**config.mk**
```make
export PLATFORM = sky130hd
export DESIGN_NAME = sector_read_deblock_planner_flat
export DESIGN_NICKNAME = d
export VERILOG_FILES = /design/src/design/srdp_pkg.sv /design/src/design/srdp_if.sv /design/src/design/srdp_decode.sv /design/src/design/srdp_split.sv /design/src/design/srdp_emit.sv /design/src/design/sector_read_deblock_planner.sv /design/src/flat_wrapper.sv
export VERILOG_INCLUDE_DIRS = /design/src /design/src/design
export SDC_FILE = /design/constraint.sdc
export NUM_CORES = 1
export LEC_CHECK = 0
export ABC_AREA = 1
export BUFFER_PORTS_ARGS = -buffer_cell sky130_fd_sc_hd__buf_2
export CORE_ASPECT_RATIO = 0.9
export CORE_MARGIN = 4
export CORE_UTILIZATION = 55
export DETAILED_ROUTE_END_ITERATION = 10
export HOLD_SLACK_MARGIN = 0.02
export PLACE_DENSITY = 0.73
export REMOVE_ABC_BUFFERS = 1
export SYNTH_ARGS = -nofsm -noshare
export SYNTH_HDL_FRONTEND = slang
export SYNTH_SLANG_ARGS = --single-unit
```
**constraint.sdc**
```tcl
create_clock -name clk -period 11.59 [get_ports clk]
set_input_delay 0.5795 -clock clk [delete_from_list [all_inputs] [get_ports clk]]
set_output_delay 0.5795 -clock clk [all_outputs]
set_load 0.005 [all_outputs]
```
**src/design/assert_macros.svh**
```systemverilog
// assertion macros shared by the planner rtl
// no dependencies; define NO_ASSERTIONS to compile them out
`ifndef ASSERT_MACROS_SVH
`define ASSERT_MACROS_SVH
`ifndef NO_ASSERTIONS
// property that must hold at every clock edge out of reset
`define ASSERT_ALWAYS(lbl, clk, rst_n, prop, msg) \
	lbl: assert property (@(posedge clk) disable iff (!rst_n) (prop)) else $error(msg);
// condition in one cycle implies a condition in the next cycle
`define ASSERT_NEXT(lbl, clk, rst_n, pre, post, msg) \
	lbl: assert property (@(posedge clk) disable iff (!rst_n) (pre) |=> (post)) else $error(msg);
`else
`define ASSERT_ALWAYS(lbl, clk, rst_n, prop, msg)
`define ASSERT_NEXT(lbl, clk, rst_n, pre, post, msg)
`endif
`endif

```
**src/design/srdp_pkg.sv**
```systemverilog
// types, codes and constants of the sector read deblock planner
// no dependencies
package srdp_pkg;

	localparam int unsigned SECT_BYTES   = 512;
	localparam int unsigned BLK_BYTES    = 2048;
	localparam int unsigned SECT_PER_BLK = BLK_BYTES / SECT_BYTES;
	localparam int unsigned SPB_BITS     = $clog2(SECT_PER_BLK);
	localparam int unsigned BLK_SHIFT    = $clog2(BLK_BYTES);

	// result slots in emission order
	localparam int unsigned NUM_SLOTS = 3;
	localparam int unsigned SL_HEAD   = 0;
	localparam int unsigned SL_MID    = 1;
	localparam int unsigned SL_TAIL   = 2;

	typedef enum logic [1:0] {
		ST_ISSUED = 2'd0,
		ST_EMPTY  = 2'd1,
		ST_FAIL   = 2'd2
	} status_t;

	typedef enum logic [1:0] {
		MD_PASS  = 2'd0,
		MD_FAIL  = 2'd1,
		MD_EMPTY = 2'd2,
		MD_SPLIT = 2'd3
	} mode_t;

	typedef struct packed {
		logic [31:0] start_sector;
		logic [15:0] sector_total;
		logic [15:0] device_block_bytes;
		logic        deblock_enable;
	} req_t;

	typedef struct packed {
		status_t     plan_status;
		logic [31:0] device_address;
		logic [15:0] device_blocks;
		logic [31:0] transfer_bytes;
		logic        via_bounce;
		logic [1:0]  copy_offset;
		logic [15:0] delivered_sectors;
		logic [15:0] dest_offset;
		logic        last_chunk;
	} res_t;

	// decoded request handed from decode to split
	typedef struct packed {
		mode_t       mode;
		logic [31:0] start_sector;
		logic [15:0] sector_total;
		logic [31:0] pass_bytes;
		logic        head_en;
		logic [2:0]  head_chunk;
		logic [31:0] next_sector;
		logic [15:0] rest;
	} dec_t;

	// up to three planned reads, mask bit set for each present slot
	typedef struct packed {
		logic [NUM_SLOTS-1:0]       mask;
		res_t [NUM_SLOTS-1:0]       slot;
	} plan_t;

endpackage

```
**src/design/srdp_if.sv**
```systemverilog
// request and planned-read channel interfaces, valid/ready handshake
// no dependencies
interface srdp_req_if;
	logic        valid;
	logic        ready;
	logic [31:0] start_sector;
	logic [15:0] sector_total;
	logic [15:0] device_block_bytes;
	logic        deblock_enable;

	modport source (output valid, start_sector, sector_total, device_block_bytes,
		deblock_enable, input ready);
	modport sink (input valid, start_sector, sector_total, device_block_bytes,
		deblock_enable, output ready);
endinterface

interface srdp_plan_if;
	logic        valid;
	logic        ready;
	logic [1:0]  plan_status;
	logic [31:0] device_address;
	logic [15:0] device_blocks;
	logic [31:0] transfer_bytes;
	logic        via_bounce;
	logic [1:0]  copy_offset;
	logic [15:0] delivered_sectors;
	logic [15:0] dest_offset;
	logic        last_chunk;

	modport source (output valid, plan_status, device_address, device_blocks,
		transfer_bytes, via_bounce, copy_offset, delivered_sectors, dest_offset,
		last_chunk, input ready);
	modport sink (input valid, plan_status, device_address, device_blocks,
		transfer_bytes, via_bounce, copy_offset, delivered_sectors, dest_offset,
		last_chunk, output ready);
endinterface

```
**src/design/srdp_decode.sv**
```systemverilog
// stages 1 and 2: input register, mode decode, head chunk and byte product
// depends on srdp_pkg and srdp_req_if
module srdp_decode import srdp_pkg::*; (
	input  logic       clk,
	input  logic       arst_n,
	srdp_req_if.sink   req,
	output logic       dn_valid,
	input  logic       dn_ready,
	output dec_t       dn_dec
);

	logic       v_s1, v_s2;
	logic       rdy_s1, rdy_s2;
	req_t       req_s1;
	dec_t       dec_s2;
	dec_t       dec_nxt;
	logic [1:0] off;
	logic [2:0] room;
	logic       blk512, blk2k;

	assign rdy_s2    = !v_s2 || dn_ready;
	assign rdy_s1    = !v_s1 || rdy_s2;
	assign req.ready = rdy_s1;
	assign dn_valid  = v_s2;
	assign dn_dec    = dec_s2;

	always_comb begin
		off    = req_s1.start_sector[SPB_BITS-1:0];
		room   = 3'(SECT_PER_BLK) - {1'b0, off};
		blk512 = req_s1.device_block_bytes == 16'(SECT_BYTES);
		blk2k  = req_s1.device_block_bytes == 16'(BLK_BYTES);

		dec_nxt              = '0;
		dec_nxt.start_sector = req_s1.start_sector;
		dec_nxt.sector_total = req_s1.sector_total;
		dec_nxt.pass_bytes   = 32'(req_s1.sector_total) * 32'(req_s1.device_block_bytes);
		if (!req_s1.deblock_enable || blk512) begin
			dec_nxt.mode = MD_PASS;
		end else if (!blk2k) begin
			dec_nxt.mode = MD_FAIL;
		end else if (req_s1.sector_total == '0) begin
			dec_nxt.mode = MD_EMPTY;
		end else begin
			dec_nxt.mode = MD_SPLIT;
		end

		// partial head block: misaligned start or less than one block
		if (off != '0) begin
			dec_nxt.head_en    = 1'b1;
			dec_nxt.head_chunk = (req_s1.sector_total < 16'(room)) ?
				req_s1.sector_total[2:0] : room;
		end else if (req_s1.sector_total < 16'(SECT_PER_BLK)) begin
			dec_nxt.head_en    = 1'b1;
			dec_nxt.head_chunk = req_s1.sector_total[2:0];
		end
		dec_nxt.next_sector = req_s1.start_sector + 32'(dec_nxt.head_chunk);
		dec_nxt.rest        = req_s1.sector_total - 16'(dec_nxt.head_chunk);
	end

	always_ff @(posedge clk or negedge arst_n) begin
		if (!arst_n) begin
			v_s1 <= 1'b0;
			v_s2 <= 1'b0;
		end else begin
			if (rdy_s1) begin
				v_s1 <= req.valid;
			end
			if (rdy_s2) begin
				v_s2 <= v_s1;
			end
		end
	end

	always_ff @(posedge clk) begin
		if (rdy_s1 && req.valid) begin
			req_s1.start_sector       <= req.start_sector;
			req_s1.sector_total       <= req.sector_total;
			req_s1.device_block_bytes <= req.device_block_bytes;
			req_s1.deblock_enable     <= req.deblock_enable;
		end
		if (rdy_s2 && v_s1) begin
			dec_s2 <= dec_nxt;
		end
	end

endmodule

```
**src/design/srdp_split.sv**
```systemverilog
// stage 3: builds head, middle and tail read records from the decoded request
// depends on srdp_pkg
module srdp_split import srdp_pkg::*; (
	input  logic  clk,
	input  logic  arst_n,
	input  logic  up_valid,
	output logic  up_ready,
	input  dec_t  up_dec,
	output logic  dn_valid,
	input  logic  dn_ready,
	output plan_t dn_plan
);

	logic        v_s3;
	logic        rdy_s3;
	plan_t       plan_s3;
	plan_t       plan_nxt;
	logic [13:0] mid_blocks;
	logic [15:0] mid_chunk;
	logic [1:0]  tail_chunk;
	logic        mid_en, tail_en;
	logic [31:0] tail_sector;

	assign rdy_s3   = !v_s3 || dn_ready;
	assign up_ready = rdy_s3;
	assign dn_valid = v_s3;
	assign dn_plan  = plan_s3;

	always_comb begin
		mid_blocks  = up_dec.rest[15:SPB_BITS];
		mid_chunk   = {up_dec.rest[15:SPB_BITS], {SPB_BITS{1'b0}}};
		tail_chunk  = up_dec.rest[SPB_BITS-1:0];
		mid_en      = mid_blocks != '0;
		tail_en     = tail_chunk != '0;
		tail_sector = up_dec.next_sector + 32'(mid_chunk);

		plan_nxt = '0;
		case (up_dec.mode)
			MD_PASS: begin
				plan_nxt.mask                            = 3'b001;
				plan_nxt.slot[SL_HEAD].plan_status       = ST_ISSUED;
				plan_nxt.slot[SL_HEAD].device_address    = up_dec.start_sector;
				plan_nxt.slot[SL_HEAD].device_blocks     = up_dec.sector_total;
				plan_nxt.slot[SL_HEAD].transfer_bytes    = up_dec.pass_bytes;
				plan_nxt.slot[SL_HEAD].delivered_sectors = up_dec.sector_total;
				plan_nxt.slot[SL_HEAD].last_chunk        = 1'b1;
			end
			MD_FAIL: begin
				plan_nxt.mask                      = 3'b001;
				plan_nxt.slot[SL_HEAD].plan_status = ST_FAIL;
				plan_nxt.slot[SL_HEAD].last_chunk  = 1'b1;
			end
			MD_EMPTY: begin
				plan_nxt.mask                      = 3'b001;
				plan_nxt.slot[SL_HEAD].plan_status = ST_EMPTY;
				plan_nxt.slot[SL_HEAD].last_chunk  = 1'b1;
			end
			MD_SPLIT: begin
				plan_nxt.mask = {tail_en, mid_en, up_dec.head_en};

				plan_nxt.slot[SL_HEAD].plan_status       = ST_ISSUED;
				plan_nxt.slot[SL_HEAD].device_address    = up_dec.start_sector >> SPB_BITS;
				plan_nxt.slot[SL_HEAD].device_blocks     = 16'd1;
				plan_nxt.slot[SL_HEAD].transfer_bytes    = 32'(BLK_BYTES);
				plan_nxt.slot[SL_HEAD].via_bounce        = 1'b1;
				plan_nxt.slot[SL_HEAD].copy_offset       = up_dec.start_sector[SPB_BITS-1:0];
				plan_nxt.slot[SL_HEAD].delivered_sectors = 16'(up_dec.head_chunk);
				plan_nxt.slot[SL_HEAD].last_chunk        = !mid_en && !tail_en;

				plan_nxt.slot[SL_MID].plan_status       = ST_ISSUED;
				plan_nxt.slot[SL_MID].device_address    = up_dec.next_sector >> SPB_BITS;
				plan_nxt.slot[SL_MID].device_blocks     = 16'(mid_blocks);
				plan_nxt.slot[SL_MID].transfer_bytes    = 32'(mid_blocks) << BLK_SHIFT;
				plan_nxt.slot[SL_MID].delivered_sectors = mid_chunk;
				plan_nxt.slot[SL_MID].dest_offset       = 16'(up_dec.head_chunk);
				plan_nxt.slot[SL_MID].last_chunk        = !tail_en;

				plan_nxt.slot[SL_TAIL].plan_status       = ST_ISSUED;
				plan_nxt.slot[SL_TAIL].device_address    = tail_sector >> SPB_BITS;
				plan_nxt.slot[SL_TAIL].device_blocks     = 16'd1;
				plan_nxt.slot[SL_TAIL].transfer_bytes    = 32'(BLK_BYTES);
				plan_nxt.slot[SL_TAIL].via_bounce        = 1'b1;
				plan_nxt.slot[SL_TAIL].delivered_sectors = 16'(tail_chunk);
				plan_nxt.slot[SL_TAIL].dest_offset       = 16'(up_dec.head_chunk) + mid_chunk;
				plan_nxt.slot[SL_TAIL].last_chunk        = 1'b1;
			end
			default: begin
				plan_nxt = '0;
			end
		endcase
	end

	always_ff @(posedge clk or negedge arst_n) begin
		if (!arst_n) begin
			v_s3 <= 1'b0;
		end else if (rdy_s3) begin
			v_s3 <= up_valid;
		end
	end

	always_ff @(posedge clk) begin
		if (rdy_s3 && up_valid) begin
			plan_s3 <= plan_nxt;
		end
	end

endmodule

```
**src/design/srdp_emit.sv**
```systemverilog
// serializer: holds one plan and, while the sink is ready, sends its reads one per
// cycle through an output register; depends on srdp_pkg and srdp_plan_if
module srdp_emit import srdp_pkg::*; (
	input  logic        clk,
	input  logic        arst_n,
	input  logic        up_valid,
	output logic        up_ready,
	input  plan_t       up_plan,
	srdp_plan_if.source plan
);

	logic [NUM_SLOTS-1:0] mask_q;
	res_t [NUM_SLOTS-1:0] slot_q;
	logic                 out_valid_q;
	res_t                 out_q;
	logic                 load_ok;
	logic                 one_left;
	logic [NUM_SLOTS-1:0] pick;
	res_t                 rec;

	assign load_ok  = !out_valid_q || plan.ready;
	assign one_left = (mask_q & (mask_q - 3'd1)) == '0;
	assign up_ready = (mask_q == '0) || (load_ok && one_left);
	// lowest pending slot goes out first
	assign pick     = mask_q & (~mask_q + 3'd1);

	always_comb begin
		rec = '0;
		for (int i = 0; i < NUM_SLOTS; i++) begin
			if (pick[i]) begin
				rec = slot_q[i];
			end
		end
	end

	always_ff @(posedge clk or negedge arst_n) begin
		if (!arst_n) begin
			mask_q      <= '0;
			out_valid_q <= 1'b0;
		end else begin
			if (up_valid && up_ready) begin
				mask_q <= up_plan.mask;
			end else if (load_ok) begin
				mask_q <= mask_q & ~pick;
			end
			if (load_ok) begin
				out_valid_q <= mask_q != '0;
			end
		end
	end

	always_ff @(posedge clk) begin
		if (up_valid && up_ready) begin
			slot_q <= up_plan.slot;
		end
		if (load_ok && (mask_q != '0)) begin
			out_q <= rec;
		end
	end

	assign plan.valid             = out_valid_q;
	assign plan.plan_status       = out_q.plan_status;
	assign plan.device_address    = out_q.device_address;
	assign plan.device_blocks     = out_q.device_blocks;
	assign plan.transfer_bytes    = out_q.transfer_bytes;
	assign plan.via_bounce        = out_q.via_bounce;
	assign plan.copy_offset       = out_q.copy_offset;
	assign plan.delivered_sectors = out_q.delivered_sectors;
	assign plan.dest_offset       = out_q.dest_offset;
	assign plan.last_chunk        = out_q.last_chunk;

endmodule

```
**src/design/sector_read_deblock_planner.sv**
```systemverilog
// a request passes the input, decode and split registers, then the serializer plan and output registers
// each request has 1 to 3 planned reads; while the sink is ready, the single
// output register of the serializer sends one read per cycle
// reset: arst_n clears all valid bits and the pending-read mask, payload is kept
// depends on srdp_pkg, srdp_if, srdp_decode, srdp_split, srdp_emit, assert_macros.svh
`include "assert_macros.svh"

module sector_read_deblock_planner import srdp_pkg::*; (
	input  logic        clk,
	input  logic        arst_n,
	srdp_req_if.sink    req,
	srdp_plan_if.source plan
);

	// decode to split
	logic  dc_valid;
	logic  dc_ready;
	dec_t  dc_dec;

	// split to serializer
	logic  sp_valid;
	logic  sp_ready;
	plan_t sp_plan;

	// stages 1-2: register the request, classify it (pass-through, failure,
	// empty, split), size the head chunk and form the pass-through byte count
	srdp_decode u_decode (
		.clk      (clk),
		.arst_n   (arst_n),
		.req      (req),
		.dn_valid (dc_valid),
		.dn_ready (dc_ready),
		.dn_dec   (dc_dec)
	);

	// stage 3: lay out head (bounce), middle (direct whole blocks) and
	// tail (bounce) reads with addresses, destinations and last flags
	srdp_split u_split (
		.clk      (clk),
		.arst_n   (arst_n),
		.up_valid (dc_valid),
		.up_ready (dc_ready),
		.up_dec   (dc_dec),
		.dn_valid (sp_valid),
		.dn_ready (sp_ready),
		.dn_plan  (sp_plan)
	);

	// serializer: takes the next plan in the same cycle its last read leaves,
	// so the pipeline only stalls while a request still has reads pending
	srdp_emit u_emit (
		.clk      (clk),
		.arst_n   (arst_n),
		.up_valid (sp_valid),
		.up_ready (sp_ready),
		.up_plan  (sp_plan),
		.plan     (plan)
	);

	// every plan leaving split holds at least one read
	`ASSERT_ALWAYS(a_plan_nonempty, clk, arst_n, !sp_valid || (sp_plan.mask != '0), "empty plan")
	// status results stand alone and carry no read
	`ASSERT_ALWAYS(a_status_alone, clk, arst_n, !plan.valid || (plan.plan_status == ST_ISSUED) || (plan.last_chunk && (plan.device_blocks == '0)), "bad status item")
	// bounce reads are one device block and copy within it
	`ASSERT_ALWAYS(a_bounce_fit, clk, arst_n, !plan.valid || !plan.via_bounce || ((plan.device_blocks == 16'd1) && ((17'(plan.copy_offset) + 17'(plan.delivered_sectors)) <= 17'(SECT_PER_BLK))), "bounce read out of block")
	// the reads of one request follow without a gap
	`ASSERT_NEXT(a_chunks_contiguous, clk, arst_n, plan.valid && plan.ready && !plan.last_chunk, plan.valid, "gap inside a request")

endmodule
```
**src/flat_wrapper.sv**
```systemverilog
// flat-port wrapper written by rule: the top's interface ports become plain ports
module sector_read_deblock_planner_flat import srdp_pkg::*;
  (clk, arst_n, req_valid, req_start_sector, req_sector_total, req_device_block_bytes, req_deblock_enable, req_ready, plan_valid, plan_plan_status, plan_device_address, plan_device_blocks, plan_transfer_bytes, plan_via_bounce, plan_copy_offset, plan_delivered_sectors, plan_dest_offset, plan_last_chunk, plan_ready);
  srdp_req_if req_i ();
  srdp_plan_if plan_i ();
  input  logic clk;
  input  logic arst_n;
  input wire logic [$bits(req_i.valid)-1:0] req_valid;
  input wire logic [$bits(req_i.start_sector)-1:0] req_start_sector;
  input wire logic [$bits(req_i.sector_total)-1:0] req_sector_total;
  input wire logic [$bits(req_i.device_block_bytes)-1:0] req_device_block_bytes;
  input wire logic [$bits(req_i.deblock_enable)-1:0] req_deblock_enable;
  output wire logic [$bits(req_i.ready)-1:0] req_ready;
  output wire logic [$bits(plan_i.valid)-1:0] plan_valid;
  output wire logic [$bits(plan_i.plan_status)-1:0] plan_plan_status;
  output wire logic [$bits(plan_i.device_address)-1:0] plan_device_address;
  output wire logic [$bits(plan_i.device_blocks)-1:0] plan_device_blocks;
  output wire logic [$bits(plan_i.transfer_bytes)-1:0] plan_transfer_bytes;
  output wire logic [$bits(plan_i.via_bounce)-1:0] plan_via_bounce;
  output wire logic [$bits(plan_i.copy_offset)-1:0] plan_copy_offset;
  output wire logic [$bits(plan_i.delivered_sectors)-1:0] plan_delivered_sectors;
  output wire logic [$bits(plan_i.dest_offset)-1:0] plan_dest_offset;
  output wire logic [$bits(plan_i.last_chunk)-1:0] plan_last_chunk;
  input wire logic [$bits(plan_i.ready)-1:0] plan_ready;
  assign req_i.valid = req_valid;
  assign req_i.start_sector = req_start_sector;
  assign req_i.sector_total = req_sector_total;
  assign req_i.device_block_bytes = req_device_block_bytes;
  assign req_i.deblock_enable = req_deblock_enable;
  assign req_ready = req_i.ready;
  assign plan_valid = plan_i.valid;
  assign plan_plan_status = plan_i.plan_status;
  assign plan_device_address = plan_i.device_address;
  assign plan_device_blocks = plan_i.device_blocks;
  assign plan_transfer_bytes = plan_i.transfer_bytes;
  assign plan_via_bounce = plan_i.via_bounce;
  assign plan_copy_offset = plan_i.copy_offset;
  assign plan_delivered_sectors = plan_i.delivered_sectors;
  assign plan_dest_offset = plan_i.dest_offset;
  assign plan_last_chunk = plan_i.last_chunk;
  assign plan_i.ready = plan_ready;
  sector_read_deblock_planner u_core (.clk(clk), .arst_n(arst_n), .req(req_i), .plan(plan_i));
endmodule
```
==> metrics.cfg, run 1 <==
[synthesis]
avgSynthCellArea_sq_um=11.3
synth.cell_area_sq_um=35400
synth_cell_types=48
synth_cells=3147
synth_edf_count=684
async_reset_ff_frac=0.0101
ys_seq_area_frac=0.584
yosysTopAreaCell=edfxtp_1
synth_area_leaders=edfxtp_1 (58%), fa_1 (11%), nand2_1 (8.4%)
yosys_register_bits=691
synthTopCellsByCount=nand2_1 (796), edfxtp_1 (684), inv_1 (622)
synth.most_common_cell=nand2_1
ys.flop_type=edfxtp_1
ys_warn_count=0
yosysTopAreaCellShare=0.579

[critical_path]
path_cells=nand2_1 -> fa_1 -> fa_1 -> inv_1 -> fa_1 -> fa_1 -> fa_1 -> inv_1 -> fa_1 -> inv_1 -> ha_1 -> nand2_1 -> nor2_1 -> inv_1 -> o21ai_0 -> a21oi_1 -> o21ai_0 -> nand2_1 -> nand2_1 -> xor2_1
path_class=reg2reg
cp_max_fo=20
worst_setup_path_end_kind=flip-flop
r2r_end=u_core.u_decode.dn_dec[77]
slowest_stage=edfxtp_1
reg2reg_slack_ns=5.32
rr_startpoint=u_core.u_decode.dec_nxt[93]
cp.arrival_ns=6.62
cp.required_ns=11.94
cp_common_cell=fa_1
ff2ff_path_depth=20
slowest_delay_ns=0.99
start_kind=flip-flop

[clock_network]
cts_tree=done
cts_sinks=691
cts_root_buffer=clkbuf_16
cts_hold_buf=1
cts.path.max_buffers=3
h-tree-depth=3
cts.repair.resized=0
cts_buffers=73
worstSkewPairLatency_ns=0.61
clkTransAtPathRegs_ns=0.06
cts_setup_buffers=0

[floorplan]
die_height_microns=249
core_area_sq_um=64000
die_w_microns=276
fp-row-count=88
die_area_sq_um=68600
start_util=0.554
ios=189

[timing]
hold_viol_final=0
tns_ns=0
fmax_mhz=159
period_share=0.541
setup_viol=0
tightest_slew_ns=1.06
finalCriticalPeriod_ns=6.27
whs_ns=0.143
max_slew_margin=0.292
rsz0062_at_grt=no
drv_slew=0
clock-skew-final_ns=0.0200

[route]
drt_pass1_iterations=6
ant_nets=0
routed_wl_mm=75.2
drt-wirelength-per-cell_microns=17.8
drc_errors=0
drt_iter0_drc=1985
vias=22100
vias_per_cell=5.22

[final_layout]
synthToLayoutAreaGrowth_pct=11.2
layout.nets=3711
drive_gt1_frac=0.105
stdcell_count=4223
antenna_cells=0
multi_input_area_sq_um=11900
regArea_sq_um=20700
num-fill-cells=5003
final_area_sq_um=39400

[global_route]
antenna_found_initial=0
overflow=0
grt_first_pass_wirelength_mm=118
grt_pass1_vias=21600
grt_max_degree=81
grtUsageTotal=0.222

[worst_hold_path]
worstHoldStart=req_start_sector[12]
hold_path_depth=1
hold_end=u_core.u_decode.dec_nxt[112]
hold_path_class=in2reg

[placed_design]
dp_cells=4093
place.gp.congestion=0.901
dp_hpwl_mm=53.5
dpl-instance-area_sq_um=37100
port_buffers=188

[status]
outcome=finished clean

[job]
maxCapViolCount=0

-- metal layers --
metal / wire (microns) / global-route usage / vias up
li1: - / - / 10400
met1: 32900 / 0.331 / 10700
met2: 34000 / 0.335 / 835
met3: 6610 / 0.0485 / 111
met4: 1730 / 0.0601 / 0
met5: 0 / 0 / -
-- logic make-up (layout without fill, tap and decap cells) --
logic type                 Yosys count  in the layout  share of synthesized area
buffers and inverters              737            958                     0.0800
and+or+nand+nor                   1108           1108                      0.129
AOI/OAI and AO/OA                  223            223                     0.0340
DFF                                691            691                      0.584
adders and majority gates          328            328                      0.157
xor gates and xnor gates            60             60                     0.0148
-- layout by cell type (no fill, tap or decap), drive strengths merged, types with 4 or more instances in the layout --
cell	synthesis	routed
a21oi	120	120
a31oi	6	6
buf	18	204
bufinv	0	4
clkbuf	95	87
clkinv	1	29
clkinvlp	0	4
dfrtp	7	7
edfxtp	684	684
fa	196	196
ha	132	132
inv	623	629
nand2	809	809
nand3	86	86
nand4	28	28
nor2	127	127
nor3	37	37
nor4	13	13
o211ai	4	4
o21a	7	7
o21ai	70	70
o21bai	4	4
xnor2	18	18
xor2	42	42
-- flip-flops by register name, summed over array words and instances (netlist names), 2 cells and up --
signal and cells:
u_core.u_decode.req_s1 17, u_core.u_split.dn_plan 186, u_core.u_emit.plan.delivered_sectors 16, u_core.u_emit.plan.copy_offset 2, u_core.u_emit.plan.device_blocks 16, u_core.u_decode.dec_nxt 48, u_core.u_emit.plan.device_address 32, u_core.u_emit.mask_q 3
u_core.u_decode.dn_dec 132, u_core.u_emit.slot_q 183, u_core.u_emit.plan.dest_offset 16, u_core.u_emit.plan.transfer_bytes 32, u_core.u_emit.plan.plan_status 2
-- worst max-delay path, delay by kind of cell (launching register included) --
kind	cells	cell delay (ns)
buf+inv	4	0.22
simple gates	5	0.65
fa+ha+maj	7	3.48
xor+xnor	1	0.07
compound gates	3	0.59
flops	1	0.99
-- layout make-up --
class	instances	share of cell area
Clock buffer	87	0.0482
Clock inverter	42	0.00930
Inverter	624	0.0595
Multi-Input combinational cell	1719	0.303
Sequential cell	691	0.526
Tap cell	855	0.0271
Timing Repair Buffer	205	0.0272
-- per-stage QoR --
stage | setup WS, ns | utilization
finish | 5.32 | 0.616
global route | 4.92 | 0.616
CTS | 5.35 | 0.616
detailed placement | 5.35 | 0.580
global placement | 5.44 | 0.580
floorplan | 1.29 | -
-- worst max-delay path by stage --
stage / start / to / slack [ns] / cells past startpoint
after CTS: u_core.u_decode.dec_nxt[93] / u_core.u_decode.dn_dec[77] / 5.35 / 20
after floorplan: u_core.u_emit.mask_q[0] / u_core.u_emit.slot_q[0] / 1.29 / 5
after global placement: u_core.u_decode.dec_nxt[93] / u_core.u_decode.dn_dec[77] / 5.44 / 20
after global routing: u_core.u_decode.dec_nxt[93] / u_core.u_decode.dn_dec[77] / 4.92 / 20
after detailed placement: u_core.u_decode.dec_nxt[93] / u_core.u_decode.dn_dec[77] / 5.35 / 20
final: u_core.u_decode.dec_nxt[93] / u_core.u_decode.dn_dec[77] / 5.32 / 20
Power of run 1 is left out: the tool's default activity adds up to more than one toggle a clock period on the data nets, which glitch-free logic cannot reach.
==> run 2: changes to the inputs <==
clock period = 5.8 ns   (was 11.59 ns; I/O delays follow)
==> metrics.cfg, run 2 (same netlist as run 1, synthesis figures left out) <==
[final_layout]
final_common_cell=nand2_1  ; unchanged
drive_gt1_frac=0.140  ; was 0.105
layout_common_cells=nand2_1 (789), edfxtp_1 (684), inv_1 (617)  ; was nand2_1 (796), edfxtp_1 (684), inv_1 (620)
final_area_sq_um=41100  ; was 39400 sq um
synthToLayoutAreaGrowth_pct=16.1  ; was 11.2%
num-fill-cells=4845  ; was 5003
largest_reg_flops=186  ; unchanged
regArea_sq_um=20700  ; unchanged
layout.nets=3869  ; was 3711
antenna_cells=0  ; unchanged
post-route-util=0.643  ; was 0.616
multi_input_area_sq_um=12200  ; was 11900 sq um

[critical_path]
setup.worst_path.end=u_core.u_decode.dn_dec[80]  ; was u_core.u_decode.dn_dec[77]
path_depth=22  ; was 20
ff2ff_path_depth=22  ; was 20
cp.arrival_ns=6.05  ; was 6.62 ns
cp_max_fo=6  ; was 20
reg2reg_slack_ns=0.10  ; was 5.32 ns
start_kind=flip-flop  ; unchanged
rr_startpoint=u_core.u_decode.dec_nxt[94]  ; was u_core.u_decode.dec_nxt[93]
critPathTopFamily=adder cells  ; unchanged
cp_common_cell=fa_1  ; unchanged
cp-startpoint=u_core.u_decode.dec_nxt[94]  ; was u_core.u_decode.dec_nxt[93]
critPathBufInv=6  ; was 4
worst_setup_path_end_kind=flip-flop  ; unchanged
path_class=reg2reg  ; unchanged
r2r_end=u_core.u_decode.dn_dec[80]  ; was u_core.u_decode.dn_dec[77]
slowest_delay_ns=0.55  ; was 0.99 ns
path_cells=buf_6 -> buf_4 -> buf_4 -> nand2_1 -> fa_1 -> fa_2 -> fa_2 -> fa_1 -> inv_1 -> fa_1 -> inv_1 -> fa_1 -> inv_1 -> ha_4 -> a21o_1 -> nor2_1 -> nand2_1 -> nand2_1 -> nand3_2 -> nand3_2 -> o211ai_1 -> xor2_1  ; was nand2_1 -> fa_1 -> fa_1 -> inv_1 -> fa_1 -> fa_1 -> fa_1 -> inv_1 -> fa_1 -> inv_1 -> ha_1 -> nand2_1 -> nor2_1 -> inv_1 -> o21ai_0 -> a21oi_1 -> o21ai_0 -> nand2_1 -> nand2_1 -> xor2_1
slowest_stage=fa_2  ; was edfxtp_1
cp.required_ns=6.15  ; was 11.94 ns

[timing]
hold_viol_final=0  ; unchanged
setup_viol=0  ; unchanged
fmax_mhz=175  ; was 159 MHz
period_share=0.983  ; was 0.541
rsz0062_at_grt=yes  ; was no
max_slew_margin=0.289  ; was 0.292
finalCriticalPeriod_ns=5.70  ; was 6.27 ns
drv_slew=0  ; unchanged
tightest_slew_ns=1.07  ; was 1.06 ns
clock-skew-final_ns=0.0361  ; was 0.0200 ns

[clock_network]
worstSkewPairLatency_ns=0.63  ; was 0.61 ns
h-tree-depth=3  ; unchanged
cts_root_buffer=clkbuf_16  ; unchanged
cts_tree=done  ; unchanged
clkTransAtPathRegs_ns=0.07  ; was 0.06 ns
cts_buffers=70  ; was 73
cts.path.max_buffers=3  ; unchanged
cts_sinks=691  ; unchanged

[global_route]
antenna_found_initial=1  ; was 0
grt_pass1_vias=22300  ; was 21600
grt_max_degree=187  ; was 81
grtUsageTotal=0.232  ; was 0.222
overflow=0  ; unchanged
grt_first_pass_wirelength_mm=123  ; was 118 mm

[route]
drt-wirelength-per-cell_microns=18.0  ; was 17.8 microns
ant_nets=0  ; unchanged
vias=22800  ; was 22100
drc_errors=0  ; unchanged
vias_per_cell=5.22  ; about the same
drt_pass1_iterations=6  ; unchanged
routed_wl_mm=78.8  ; was 75.2 mm
drt_iter0_drc=2218  ; was 1985

[worst_hold_path]
hold_path_class=in2async  ; was in2reg

[floorplan]
die_w_microns=276  ; unchanged
start_util=0.554  ; unchanged
ios=189  ; unchanged
die_area_sq_um=68600  ; unchanged
core_area_sq_um=64000  ; unchanged
die_height_microns=249  ; unchanged
fp-row-count=88  ; unchanged

[placed_design]
dpl-instance-area_sq_um=37700  ; was 37100 sq um
port_buffers=188  ; unchanged
dp_hpwl_mm=54.7  ; was 53.5 mm
place.gp.congestion=0.911  ; was 0.901

[status]
outcome=finished clean  ; unchanged

[job]
maxCapViolCount=0  ; unchanged

-- run 2: cell count changes in the layout (fill, tap and decap cells not counted), sizes merged, moves of 2 or more --
cell,delta
dlygate4sd3,+66
clkbuf,-10
clkinv,+5
inv,-2
buf,+94
-- run 2: final cells by class --
class,instances,share of cell area
flip-flops and latches,691,0.503
inverters,624,0.0570
well taps,855,0.0260
multi-input cells,1719,0.297
repair buffers,366,0.0628
clock buffers,76,0.0431
clock inverters,45,0.0102
-- run 2: how the worst min path moves through the flow --
stage / start / to / slack (ns) / depth (start not counted)
finish: arst_n / u_core.u_emit.mask_q[2] / 0.06 / 2
global route: arst_n / u_core.u_emit.plan.valid / 0.09 / 2
CTS: arst_n / u_core.u_emit.mask_q[2] / 0.02 / 2
detailed placement: arst_n / u_core.u_emit.plan.valid / 0.14 / 1
global placement: arst_n / u_core.u_emit.plan.valid / 0.14 / 1
floorplan: arst_n / u_core.u_decode.dn_valid / -0.006 / 0
-- run 2: through the flow --
stage	worst slack [ns]	TNS, ns	std cells	hold WS, ns
floorplan	-4.50	-1932.86	3034	-0.00559
global route	-0.0871	-0.327	4376	0.0865
CTS	0.00154	0	4347	0.0224
global placement	0.0405	0	4153	0.137
finish	0.100	0	4376	0.0644
detailed placement	0.00387	0	4153	0.136
-- run 2: metal layers --
| metal | routed length [microns] | vias to the layer above | track usage |
|---|---|---|---|
| li1 | - | 10700 | - |
| met1 | 34300 | 11100 | 0.346 |
| met2 | 36400 | 873 | 0.356 |
| met3 | 6280 | 128 | 0.0405 |
| met4 | 1850 | 0 | 0.0606 |
| met5 | 0 | - | 0 |
-- run 2: timing repair --
action	in CTS	in global routing
pin swaps	0	25
gates resized for setup	0	64
hold buffers	67	0
hold endpoints to repair	73	0
endpoints found under the setup margin	3	20
buffers inserted	6	29
Power of run 2 is left out for the same reason.
